**src/sv/denu_pkg.sv**
```systemverilog
`timescale 1ns / 1ps
`default_nettype none
package denu_pkg;

  typedef enum logic [0:0] {
    REG_DAMP_FACTOR = 1'b0,
    REG_TIME_STEP   = 1'b1
  } cfg_reg_t;

  localparam int QW = 33;  // quotient bits kept; anything larger clamps

  typedef enum logic [1:0] {
    ST_OK        = 2'd0,
    ST_SATURATED = 2'd1,
    ST_ZERO_MASS = 2'd2
  } status_t;

  // One item as it travels down the pipeline; each stage fills its own fields.
  typedef struct packed {
    logic signed [31:0] fe;
    logic signed [31:0] fi;
    logic        [30:0] mass;
    logic signed [31:0] v_old;
    logic signed [31:0] u_old;
    logic               a_fix;
    logic signed [31:0] a_pre;
    logic               v_fix;
    logic signed [31:0] v_pre;
    logic signed [32:0] net;
    logic        [32:0] nmag;
    logic        [33:0] damp;
    logic               neg;
    logic        [34:0] mag;
    logic        [QW-1:0] dlow;
    logic        [30:0] rem;
    logic        [QW-1:0] q;
    logic               ovf;
    logic               zmass;
    logic               sat_a;
    logic signed [31:0] accel;
    logic        [31:0] prod;
    logic               sat_v;
    logic signed [31:0] vel;
    logic signed [31:0] inc;
    logic signed [31:0] disp;
    status_t            status;
  } item_t;

endpackage
`default_nettype wire

```
**src/sv/denu_div_step.sv**
```systemverilog
`timescale 1ns / 1ps
`default_nettype none
// One restoring division step: bring down one dividend bit, compare, subtract.
module denu_div_step (
  input  wire logic [30:0]             rem,
  input  wire logic                    dbit,
  input  wire logic [30:0]             mass,
  input  wire logic [denu_pkg::QW-1:0] q,
  output logic      [30:0]             rem_next,
  output logic      [denu_pkg::QW-1:0] q_next
);
  logic [31:0] r2;
  logic [31:0] diff;
  logic        ge;

  always_comb begin
    r2       = {rem, dbit};
    diff     = r2 - {1'b0, mass};
    ge       = (r2 >= {1'b0, mass});
    rem_next = ge ? diff[30:0] : r2[30:0];
    q_next   = {q[denu_pkg::QW-2:0], ge};
  end
endmodule
`default_nettype wire

```
**config.mk**
```make
export PLATFORM = sky130hd
export DESIGN_NAME = denu_div_step
export DESIGN_NICKNAME = d
export VERILOG_FILES = /design/src/sv/denu_pkg.sv /design/src/sv/denu_div_step.sv
export SDC_FILE = /design/constraint.sdc
export NUM_CORES = 1
export LEC_CHECK = 0
export BUFFER_PORTS_ARGS = -buffer_cell sky130_fd_sc_hd__clkbuf_2
export CORE_ASPECT_RATIO = 0.75
export CORE_MARGIN = 4
export CORE_UTILIZATION = 45
export DETAILED_ROUTE_END_ITERATION = 6
export PLACE_DENSITY = 0.85
export SYNTH_ARGS = -nofsm -noshare
export SYNTH_HDL_FRONTEND = slang
export SYNTH_SLANG_ARGS = --single-unit
```
**constraint.sdc**
```tcl
create_clock -name vclk -period 3.3
set_input_delay 0.495 -clock vclk [all_inputs]
set_output_delay 0.495 -clock vclk [all_outputs]
set_load 0.03 [all_outputs]
```
==> flow_metrics.env, run 1 <==
export IMPL_seqPwrFrac_pct=0
export IMPL_final_layout_size_suffix_gt1_share_pct=48.8
export IMPL_synth_nets=495
export IMPL_setup_worst_path_class="primary input to primary output"
export IMPL_outcome="finished, violations left"
export IMPL_ys_seq_area_share_pct=0
export IMPL_finalNetCount=618
export IMPL_worst_pin_slew_ns=0.418
export IMPL_timing_final_crit_share_pct=102
export IMPL_violations="negative setup slack"
export IMPL_n_antenna_cell=0
export IMPL_route_detailed_drc=0
export IMPL_ys_warn_count=0
export IMPL_slew_headroom_pct=72.1
export IMPL_met1_usage_pct=30.6
export IMPL_hold_buffers=0
export IMPL_synth_distinct_cells=55
export IMPL_final_seq_area_um2=0
export IMPL_setup_worst_path_start_class="primary input"
export IMPL_routedWlPerCell_um=15.7
export IMPL_globalplace_congestion=0.846
export IMPL_p_leak_nw=1.91
export IMPL_die_area_um2=6650
export IMPL_nFlopsAndLatches=0
export IMPL_dr_first_iter_drc_count=242
export IMPL_dp_hpwl_um=6120
export IMPL_hp_class="primary input to primary output"
export IMPL_gr_total_overflow=0
export IMPL_synth_top_cells_by_area="ha_1, a21oi_1, buf_4"
export IMPL_drv_slew=0
export IMPL_synth_area_per_cell_um2=6.62
export IMPL_max_freq_mhz=297
export IMPL_fin_crit_ns=3.37
export IMPL_yosysTopAreaCellShare_pct=16.0
export IMPL_vias=3185
export IMPL_peakVddDrop_uv=183
export IMPL_syn_area_um2=2430
export IMPL_p_sw_mw=0.572
export IMPL_finalHoldViolCount=0
export IMPL_routed_wirelength_um=8790
export IMPL_grtUsageMet2_pct=40.3
export IMPL_setup_slack_ns=-0.0659
export IMPL_pwr_share_comb_pct=100.0
export IMPL_power_density_nw_per_um2=279
export IMPL_rsz0062_at_grt="yes"
export IMPL_synth_most_common_cell="a21oi_1"
export IMPL_end_kind="primary output"
export IMPL_detail_route_antenna_nets=0
export IMPL_worstPathRequired_ns=2.80
export IMPL_swShare_pct=53.9
export IMPL_dr_pass1_iters=4
export IMPL_grt_max_degree=19
export IMPL_worstPathArrival_ns=2.87
export IMPL_setup_viol=8
export IMPL_p_int_mw=0.489
export IMPL_p_total_mw=1.06
export IMPL_path_max_fanout=7
export IMPL_drv_cap=0
export IMPL_fin_setup_tns_ns=-0.248
export IMPL_io_pins=160
export IMPL_syn_inst=367
export IMPL_via_per_inst=5.69
export IMPL_power_frac_clock_pct=0
export IMPL_core_area_um2=5060
export IMPL_rows=22
export IMPL_grt_pass1_vias=2950
export IMPL_die_height_um=71.7
export IMPL_post_synth_top_area_cell="ha_1"
export IMPL_die_x_um=92.9
export IMPL_io_buffers=95
export IMPL_start_util_pct=48.0
export IMPL_grt_busiest_layer="met2"
export IMPL_syn2layout_area_growth_pct=56.4
export IMPL_met3_usage_pct=1.36
export IMPL_ys_top_cells_by_count="a21oi_1, inv_1, nor2_1"
export IMPL_nClkBuffers=0
export IMPL_antenna_found_initial=0
export IMPL_grt_pass1_wl_um=13000
export IMPL_grt_usage_pct=22.8
## layer usage
layer	vias up	share of wire [%]
li1	1511	-
met1	1469	42
met2	171	47
met3	34	7.2
met4	0	3.5
met5	-	0
## worst max-delay path: stages
cell and delay (ns):
clkbuf_2 0.09, inv_1 0.05, ha_2 0.17, a21o_1 0.19, or3_1 0.30, o21a_2 0.24
a31o_4 0.24, o21ai_4 0.20, nand3_4 0.14, buf_12 0.18, buf_12 0.14, mux2_4 0.30
buf_8 0.14
## timing repair
item	CTS	global route
setup endpoints to repair	30	31
pin swaps	18	11
setup buffers	11	2
gates cloned	2	0
gates resized for setup	69	79
## cell type report
cell class                 count  area (µm²)
multi-input combinational    280        2290
fill                         389        1260
timing repair buffer         167        1260
inverter                      41         159
tap                           72        90.1
## power groups by stage
stage	logic, mW	clock network, mW	registers [mW]
final	1.06	0	0
after global routing	1.13	0	0
after CTS	0.968	0	0
after detailed placement	0.835	0	0
after global placement	0.820	0	0
after floorplan	0.631	0	0
## logic make-up (layout without fill, tap and decap cells)
kind of cell,after synthesis,in the layout,share of synthesized area [%]
compound gates,117,117,31.3
xor+xnor,26,26,9.37
fa+ha+maj,32,32,16.8
simple gates,101,101,20.5
buf+inv,87,208,19.7
mux,4,4,2.32
## stage by stage
step / setup slack, ns / area, µm² / util [%] / instances / hold slack (ns)
floorplan: -0.0940 / 2450 / - / 367 / 1.12
finish: -0.0659 / 3800 / 75.0 / 560 / 0.990
CTS: -0.0428 / 3550 / 70.1 / 558 / 0.990
detailed placement: -0.204 / 3130 / 61.7 / 545 / 0.990
global route: -0.122 / 3800 / 75.0 / 560 / 0.990
global placement: -0.165 / 3130 / 61.7 / 545 / 0.990
## worst paths after layout
| path | depth (start not counted) | to | slack, ns | from |
|---|---|---|---|---|
| setup / recovery | 13 | rem_next[23] | -0.07 | mass[4] |
| hold / removal | 0 | q_next[10] | 0.99 | q[9] |
## placed cells by master (no fill, tap or decap), types with 3 or more instances in the layout
master      n
a21o_1     12
a21oi_1    37
a21oi_2    14
and2_1      4
and3_1      3
buf_2       3
buf_4      78
buf_6       5
buf_8       7
clkbuf_2   61
clkbuf_4    4
clkbuf_8    5
ha_1       20
ha_2        3
ha_4        8
inv_1      38
mux2_4      3
nand2_1    16
nand2b_1    3
nand3_1     8
nand4_1    11
nor2_1     20
nor2_2     15
nor2_4      3
nor3_1      3
o2111ai_1   3
o21a_1      3
o21ai_0    15
or3_1       3
xnor2_1    15
xor2_1     10
No activity file was read; power rests on OpenSTA's default activity.
==> run 2: changes to the inputs <==
--- a/config.mk
+++ b/config.mk
@@ -10,7 +10,7 @@
 export CORE_MARGIN = 4
 export CORE_UTILIZATION = 45
 export DETAILED_ROUTE_END_ITERATION = 6
-export PLACE_DENSITY = 0.85
+export PLACE_DENSITY = 0.95
 export SYNTH_ARGS = -nofsm -noshare
 export SYNTH_HDL_FRONTEND = slang
 export SYNTH_SLANG_ARGS = --single-unit
==> run 2 against run 1 <==
Against the previous run:
- the flow still finishes with violations (negative setup slack)
- worst setup slack gained 0.032 ns
- power is 11% lower
- wire length fell by 6.8%
- non-clock buffer count shrank 20
- clock-buffer cell count unchanged
- global-route usage is 1.2 points lower
- sequential cell count is the same
- hold slack stayed put
- combinational power is 11% lower
- cell area down 9.3%
==> flow_metrics.env, run 2 (same netlist as run 1, synthesis figures left out) <==
export IMPL_timing_final_crit_share_pct=101
export IMPL_finalHoldViolCount=0
export IMPL_slew_headroom_pct=70.9
export IMPL_dp_hpwl_um=6150
export IMPL_final_common_cell="clkbuf_2"
export IMPL_final_cell_mix="clkbuf_2, buf_4, a21oi_1"
export IMPL_place_ws_ns=-0.190
export IMPL_nFlopsAndLatches=0
export IMPL_violations="negative setup slack"
export IMPL_worst_pin_slew_ns=0.435
export IMPL_detail_route_antenna_nets=0
export IMPL_hp_class="primary input to primary output"
export IMPL_place_area_um2=3010
export IMPL_setup_slack_ns=-0.0338
export IMPL_p_total_mw=0.943
export IMPL_routedWlPerCell_um=15.2
export IMPL_fin_setup_tns_ns=-0.0740
export IMPL_multiInputGateArea_um2=2210
export IMPL_whs_ns=0.990
export IMPL_setup_worst_path_class="primary input to primary output"
export IMPL_p_leak_nw=1.76
export IMPL_setup_viol=3
export IMPL_finalNetCount=598
export IMPL_end_kind="primary output"
export IMPL_grt_pass1_wl_um=12600
export IMPL_nClkBuffers=0
export IMPL_outcome="finished, violations left"
export IMPL_syn2layout_area_growth_pct=41.7
export IMPL_worstPathRequired_ns=2.80
export IMPL_max_freq_mhz=300
export IMPL_globalplace_congestion=0.953
export IMPL_via_per_inst=5.67
export IMPL_core_area_um2=5060
export IMPL_peakVddDrop_uv=171
export IMPL_grt_max_degree=22
export IMPL_final_cell_area_um2=3450
export IMPL_grt_usage_pct=21.6
export IMPL_io_pins=160
export IMPL_vias=3061
export IMPL_fillers=442
export IMPL_routed_wirelength_um=8190
export IMPL_fin_crit_ns=3.33
export IMPL_die_height_um=71.7
export IMPL_drv_slew=0
export IMPL_power_density_nw_per_um2=274
export IMPL_rsz0062_at_grt="yes"
export IMPL_dr_first_iter_drc_count=158
export IMPL_rows=22
export IMPL_start_util_pct=48.0
export IMPL_setup_worst_path_start_class="primary input"
export IMPL_drv_cap=0
export IMPL_die_x_um=92.9
export IMPL_antenna_found_initial=0
export IMPL_path_max_fanout=10
export IMPL_final_seq_area_um2=0
export IMPL_die_area_um2=6650
export IMPL_dr_pass1_iters=4
export IMPL_hp_start="q[9]"
export IMPL_holdPathEnd="q_next[10]"
export IMPL_n_antenna_cell=0
export IMPL_finish_utilization_pct=68.0
export IMPL_worstPathArrival_ns=2.84
export IMPL_grt_pass1_vias=2967
export IMPL_gr_total_overflow=0
export IMPL_final_layout_size_suffix_gt1_share_pct=42.7
export IMPL_route_detailed_drc=0
export IMPL_hold_buffers=0
export IMPL_worstHoldPathCells=0
export IMPL_io_buffers=95
export IMPL_dp_cells=531
export IMPL_finalNonFillerCells=540
## run 2: cell types whose count changed in the layout (fill, tap and decap cells not counted), sizes merged
cell    delta
buf       -28
clkbuf     +8
## run 2: worst max-delay path, cell delays in order
cell and delay [ns]:
buf_8 0.10, ha_4 0.23, a21o_1 0.18, or3_1 0.30, o21a_2 0.23, a31o_4 0.24, o21ai_4 0.21, nand3_4 0.17
buf_6 0.21, mux2_4 0.29, clkbuf_2 0.18
## run 2: power breakdown
| part | internal [mW] | switching (mW) | total, mW | leakage, nW |
|---|---|---|---|---|
| sequential | 0 | 0 | 0 | 0 |
| combinational | 0.405 | 0.538 | 0.943 | 1.76 |
| clock | 0 | 0 | 0 | 0 |
## run 2: routing by layer
metal  up-vias  share of wire [%]  GRT usage (%)
li1       1468                  -              -
met1      1421                 43           27.8
met2       148                 49           38.4
met3        24                6.9           2.52
met4         0                1.5           5.37
met5         -                  0              0
## run 2: area by class of cell
type                            count  area share, %
Inverter                           41           4.61
Multi-Input combinational cell    280           64.2
Tap cell                           72           2.61
Timing Repair Buffer              147           28.6
## run 2: worst max-delay path by stage
stage                  from           end  cells after the start
floorplan           mass[5]  rem_next[10]                     11
finish               rem[4]  rem_next[23]                     11
global route           dbit  rem_next[29]                     13
global placement       dbit  rem_next[29]                     13
detailed placement     dbit  rem_next[29]                     13
CTS                 mass[1]  rem_next[27]                     12
## run 2: what timing repair did
| action | 4_1_cts | 5_1_grt |
|---|---|---|
| cloned | 0 | 0 |
| setup endpoints to repair | 27 | 32 |
| setup buffers | 6 | 3 |
| resized for setup | 28 | 75 |
| pin swaps | 17 | 16 |
| hold endpoints to repair | 0 | 0 |
==> run 3: changes to the inputs <==
--- a/config.mk
+++ b/config.mk
@@ -10,7 +10,7 @@
 export CORE_MARGIN = 4
 export CORE_UTILIZATION = 45
 export DETAILED_ROUTE_END_ITERATION = 6
-export PLACE_DENSITY = 0.95
+export PLACE_DENSITY = 0.83
 export SYNTH_ARGS = -nofsm -noshare
 export SYNTH_HDL_FRONTEND = slang
 export SYNTH_SLANG_ARGS = --single-unit
==> run 3 against run 2 <==
Against the previous run:
- the flow still finishes with violations (negative setup slack)
- worst setup slack got worse by 0.089 ns
- cell area increased by 7.0%
- utilization increased by 4.8 points
- hold slack unchanged
- combinational power increased by 8%
- global-route usage increased by 0.49 points
- wire length increased by 5.1%
- power increased by 7.9%
- sequential share of layout area unchanged
==> flow_metrics.env, run 3 (same netlist as run 1, synthesis figures left out) <==
export IMPL_dr_pass1_iters=5
export IMPL_final_common_cell="buf_4"
export IMPL_finalNonFillerCells=559
export IMPL_rsz0062_at_grt="yes"
export IMPL_final_layout_size_suffix_gt1_share_pct=45.2
export IMPL_power_frac_clock_pct=0
export IMPL_io_pins=160
export IMPL_setup_viol=10
export IMPL_syn2layout_area_growth_pct=51.7
export IMPL_dp_hpwl_um=6250
export IMPL_via_per_inst=5.58
export IMPL_final_cell_area_um2=3690
export IMPL_slew_headroom_pct=64.0
export IMPL_swShare_pct=54.5
export IMPL_finalHoldViolCount=0
export IMPL_final_seq_area_um2=0
export IMPL_fin_setup_tns_ns=-0.360
export IMPL_slowest_delay_ns=0.41
export IMPL_worst_pin_slew_ns=0.538
export IMPL_setup_worst_path_start_class="primary input"
export IMPL_end_kind="primary output"
export IMPL_setup_slack_ns=-0.122
export IMPL_dr_first_iter_drc_count=196
export IMPL_die_area_um2=6650
export IMPL_p_total_mw=1.02
export IMPL_power_density_nw_per_um2=276
export IMPL_io_buffers=95
export IMPL_antenna_found_initial=0
export IMPL_detail_route_antenna_nets=0
export IMPL_whs_ns=0.990
export IMPL_fin_crit_ns=3.42
export IMPL_grt_pass1_vias=3027
export IMPL_place_area_um2=3170
export IMPL_crit_slowest_cell="nor4_1"
export IMPL_die_x_um=92.9
export IMPL_route_detailed_drc=0
export IMPL_seqPwrFrac_pct=0
export IMPL_drv_cap=0
export IMPL_rows=22
export IMPL_crit_chain="clkbuf_2 > inv_1 > ha_1 > buf_4 > nand4_1 > nor4_1 > buf_4 > o21ai_4 > a311oi_2 > or3b_1 > nand4_1 > clkbuf_8"
export IMPL_nFlopsAndLatches=0
export IMPL_dp_cells=548
export IMPL_grt_usage_pct=22.1
export IMPL_globalplace_congestion=0.832
export IMPL_violations="negative setup slack"
export IMPL_n_antenna_cell=0
export IMPL_routedWlPerCell_um=15.4
export IMPL_core_area_um2=5060
export IMPL_grt_pass1_wl_um=12800
export IMPL_max_freq_mhz=292
export IMPL_worstPathRequired_ns=2.80
export IMPL_hp_class="primary input to primary output"
export IMPL_path_max_fanout=6
export IMPL_p_leak_nw=1.89
export IMPL_timing_final_crit_share_pct=104
export IMPL_nClkBuffers=0
export IMPL_drv_slew=0
export IMPL_start_util_pct=48.0
export IMPL_p_sw_mw=0.554
export IMPL_p_int_mw=0.463
export IMPL_finalNetCount=617
export IMPL_gr_total_overflow=0
export IMPL_worstPathArrival_ns=2.93
export IMPL_outcome="finished, violations left"
export IMPL_grt_max_degree=26
export IMPL_setup_worst_path_class="primary input to primary output"
export IMPL_die_height_um=71.7
export IMPL_pwr_share_comb_pct=100.0
export IMPL_vias=3122
export IMPL_peakVddDrop_uv=177
export IMPL_place_ws_ns=-0.254
export IMPL_finish_utilization_pct=72.8
export IMPL_final_cell_mix="buf_4, clkbuf_2, a21oi_1"
export IMPL_routed_wirelength_um=8610
## run 3: cell count changes in the layout (fill, tap and decap cells not counted), moves of 3 or more
cell      before  now
buf_6         11    6
nor2_1        37   34
buf_2          7    3
nor2_2         1    4
clkbuf_2      73   66
buf_4         47   74
## run 3: critical path, delay by kind of cell
kind,cells,cell delay [ns]
buffers and inverters,5,0.63
adders and majority gates,1,0.39
AOI/OAI and AO/OA,2,0.34
and+or+nand+nor,4,1.04
## run 3: final timing paths
kind                 start      endpoint  slack (ns)  depth (start not counted)
setup / recovery  mass[16]  rem_next[29]       -0.12                         12
hold / removal       q[12]    q_next[13]        0.99                          0
## run 3: final cells by class
cell class | instances | area, µm²
inverters | 41 | 156
well taps | 72 | 90.1
multi-input cells | 281 | 2230
repair buffers | 165 | 1210
fillers | 390 | 1380
## run 3: power groups by stage
stage / Combinational, mW / Sequential [mW] / Clock [mW]
after floorplan: 0.631 / 0 / 0
after global placement: 0.830 / 0 / 0
after detailed placement: 0.847 / 0 / 0
after CTS: 0.915 / 0 / 0
after global routing: 1.09 / 0 / 0
final: 1.02 / 0 / 0
## run 3: what timing repair did
action	CTS	global route
gates resized for setup	36	85
pin swaps	20	13
hold buffers	0	0
setup endpoints to repair	31	31
cloned	0	3
setup buffers	7	1
## run 3: routing by layer
metal  wire length [µm]  up-vias  share of wire [%]  GRT usage (%)
met2               4100      161                 48           38.3
met1               3570     1416                 41           29.3
li1                   -     1506                  -              -
met3                659       39                7.7           1.78
met5                  0        -                  0              0
met4                277        0                3.2           6.34
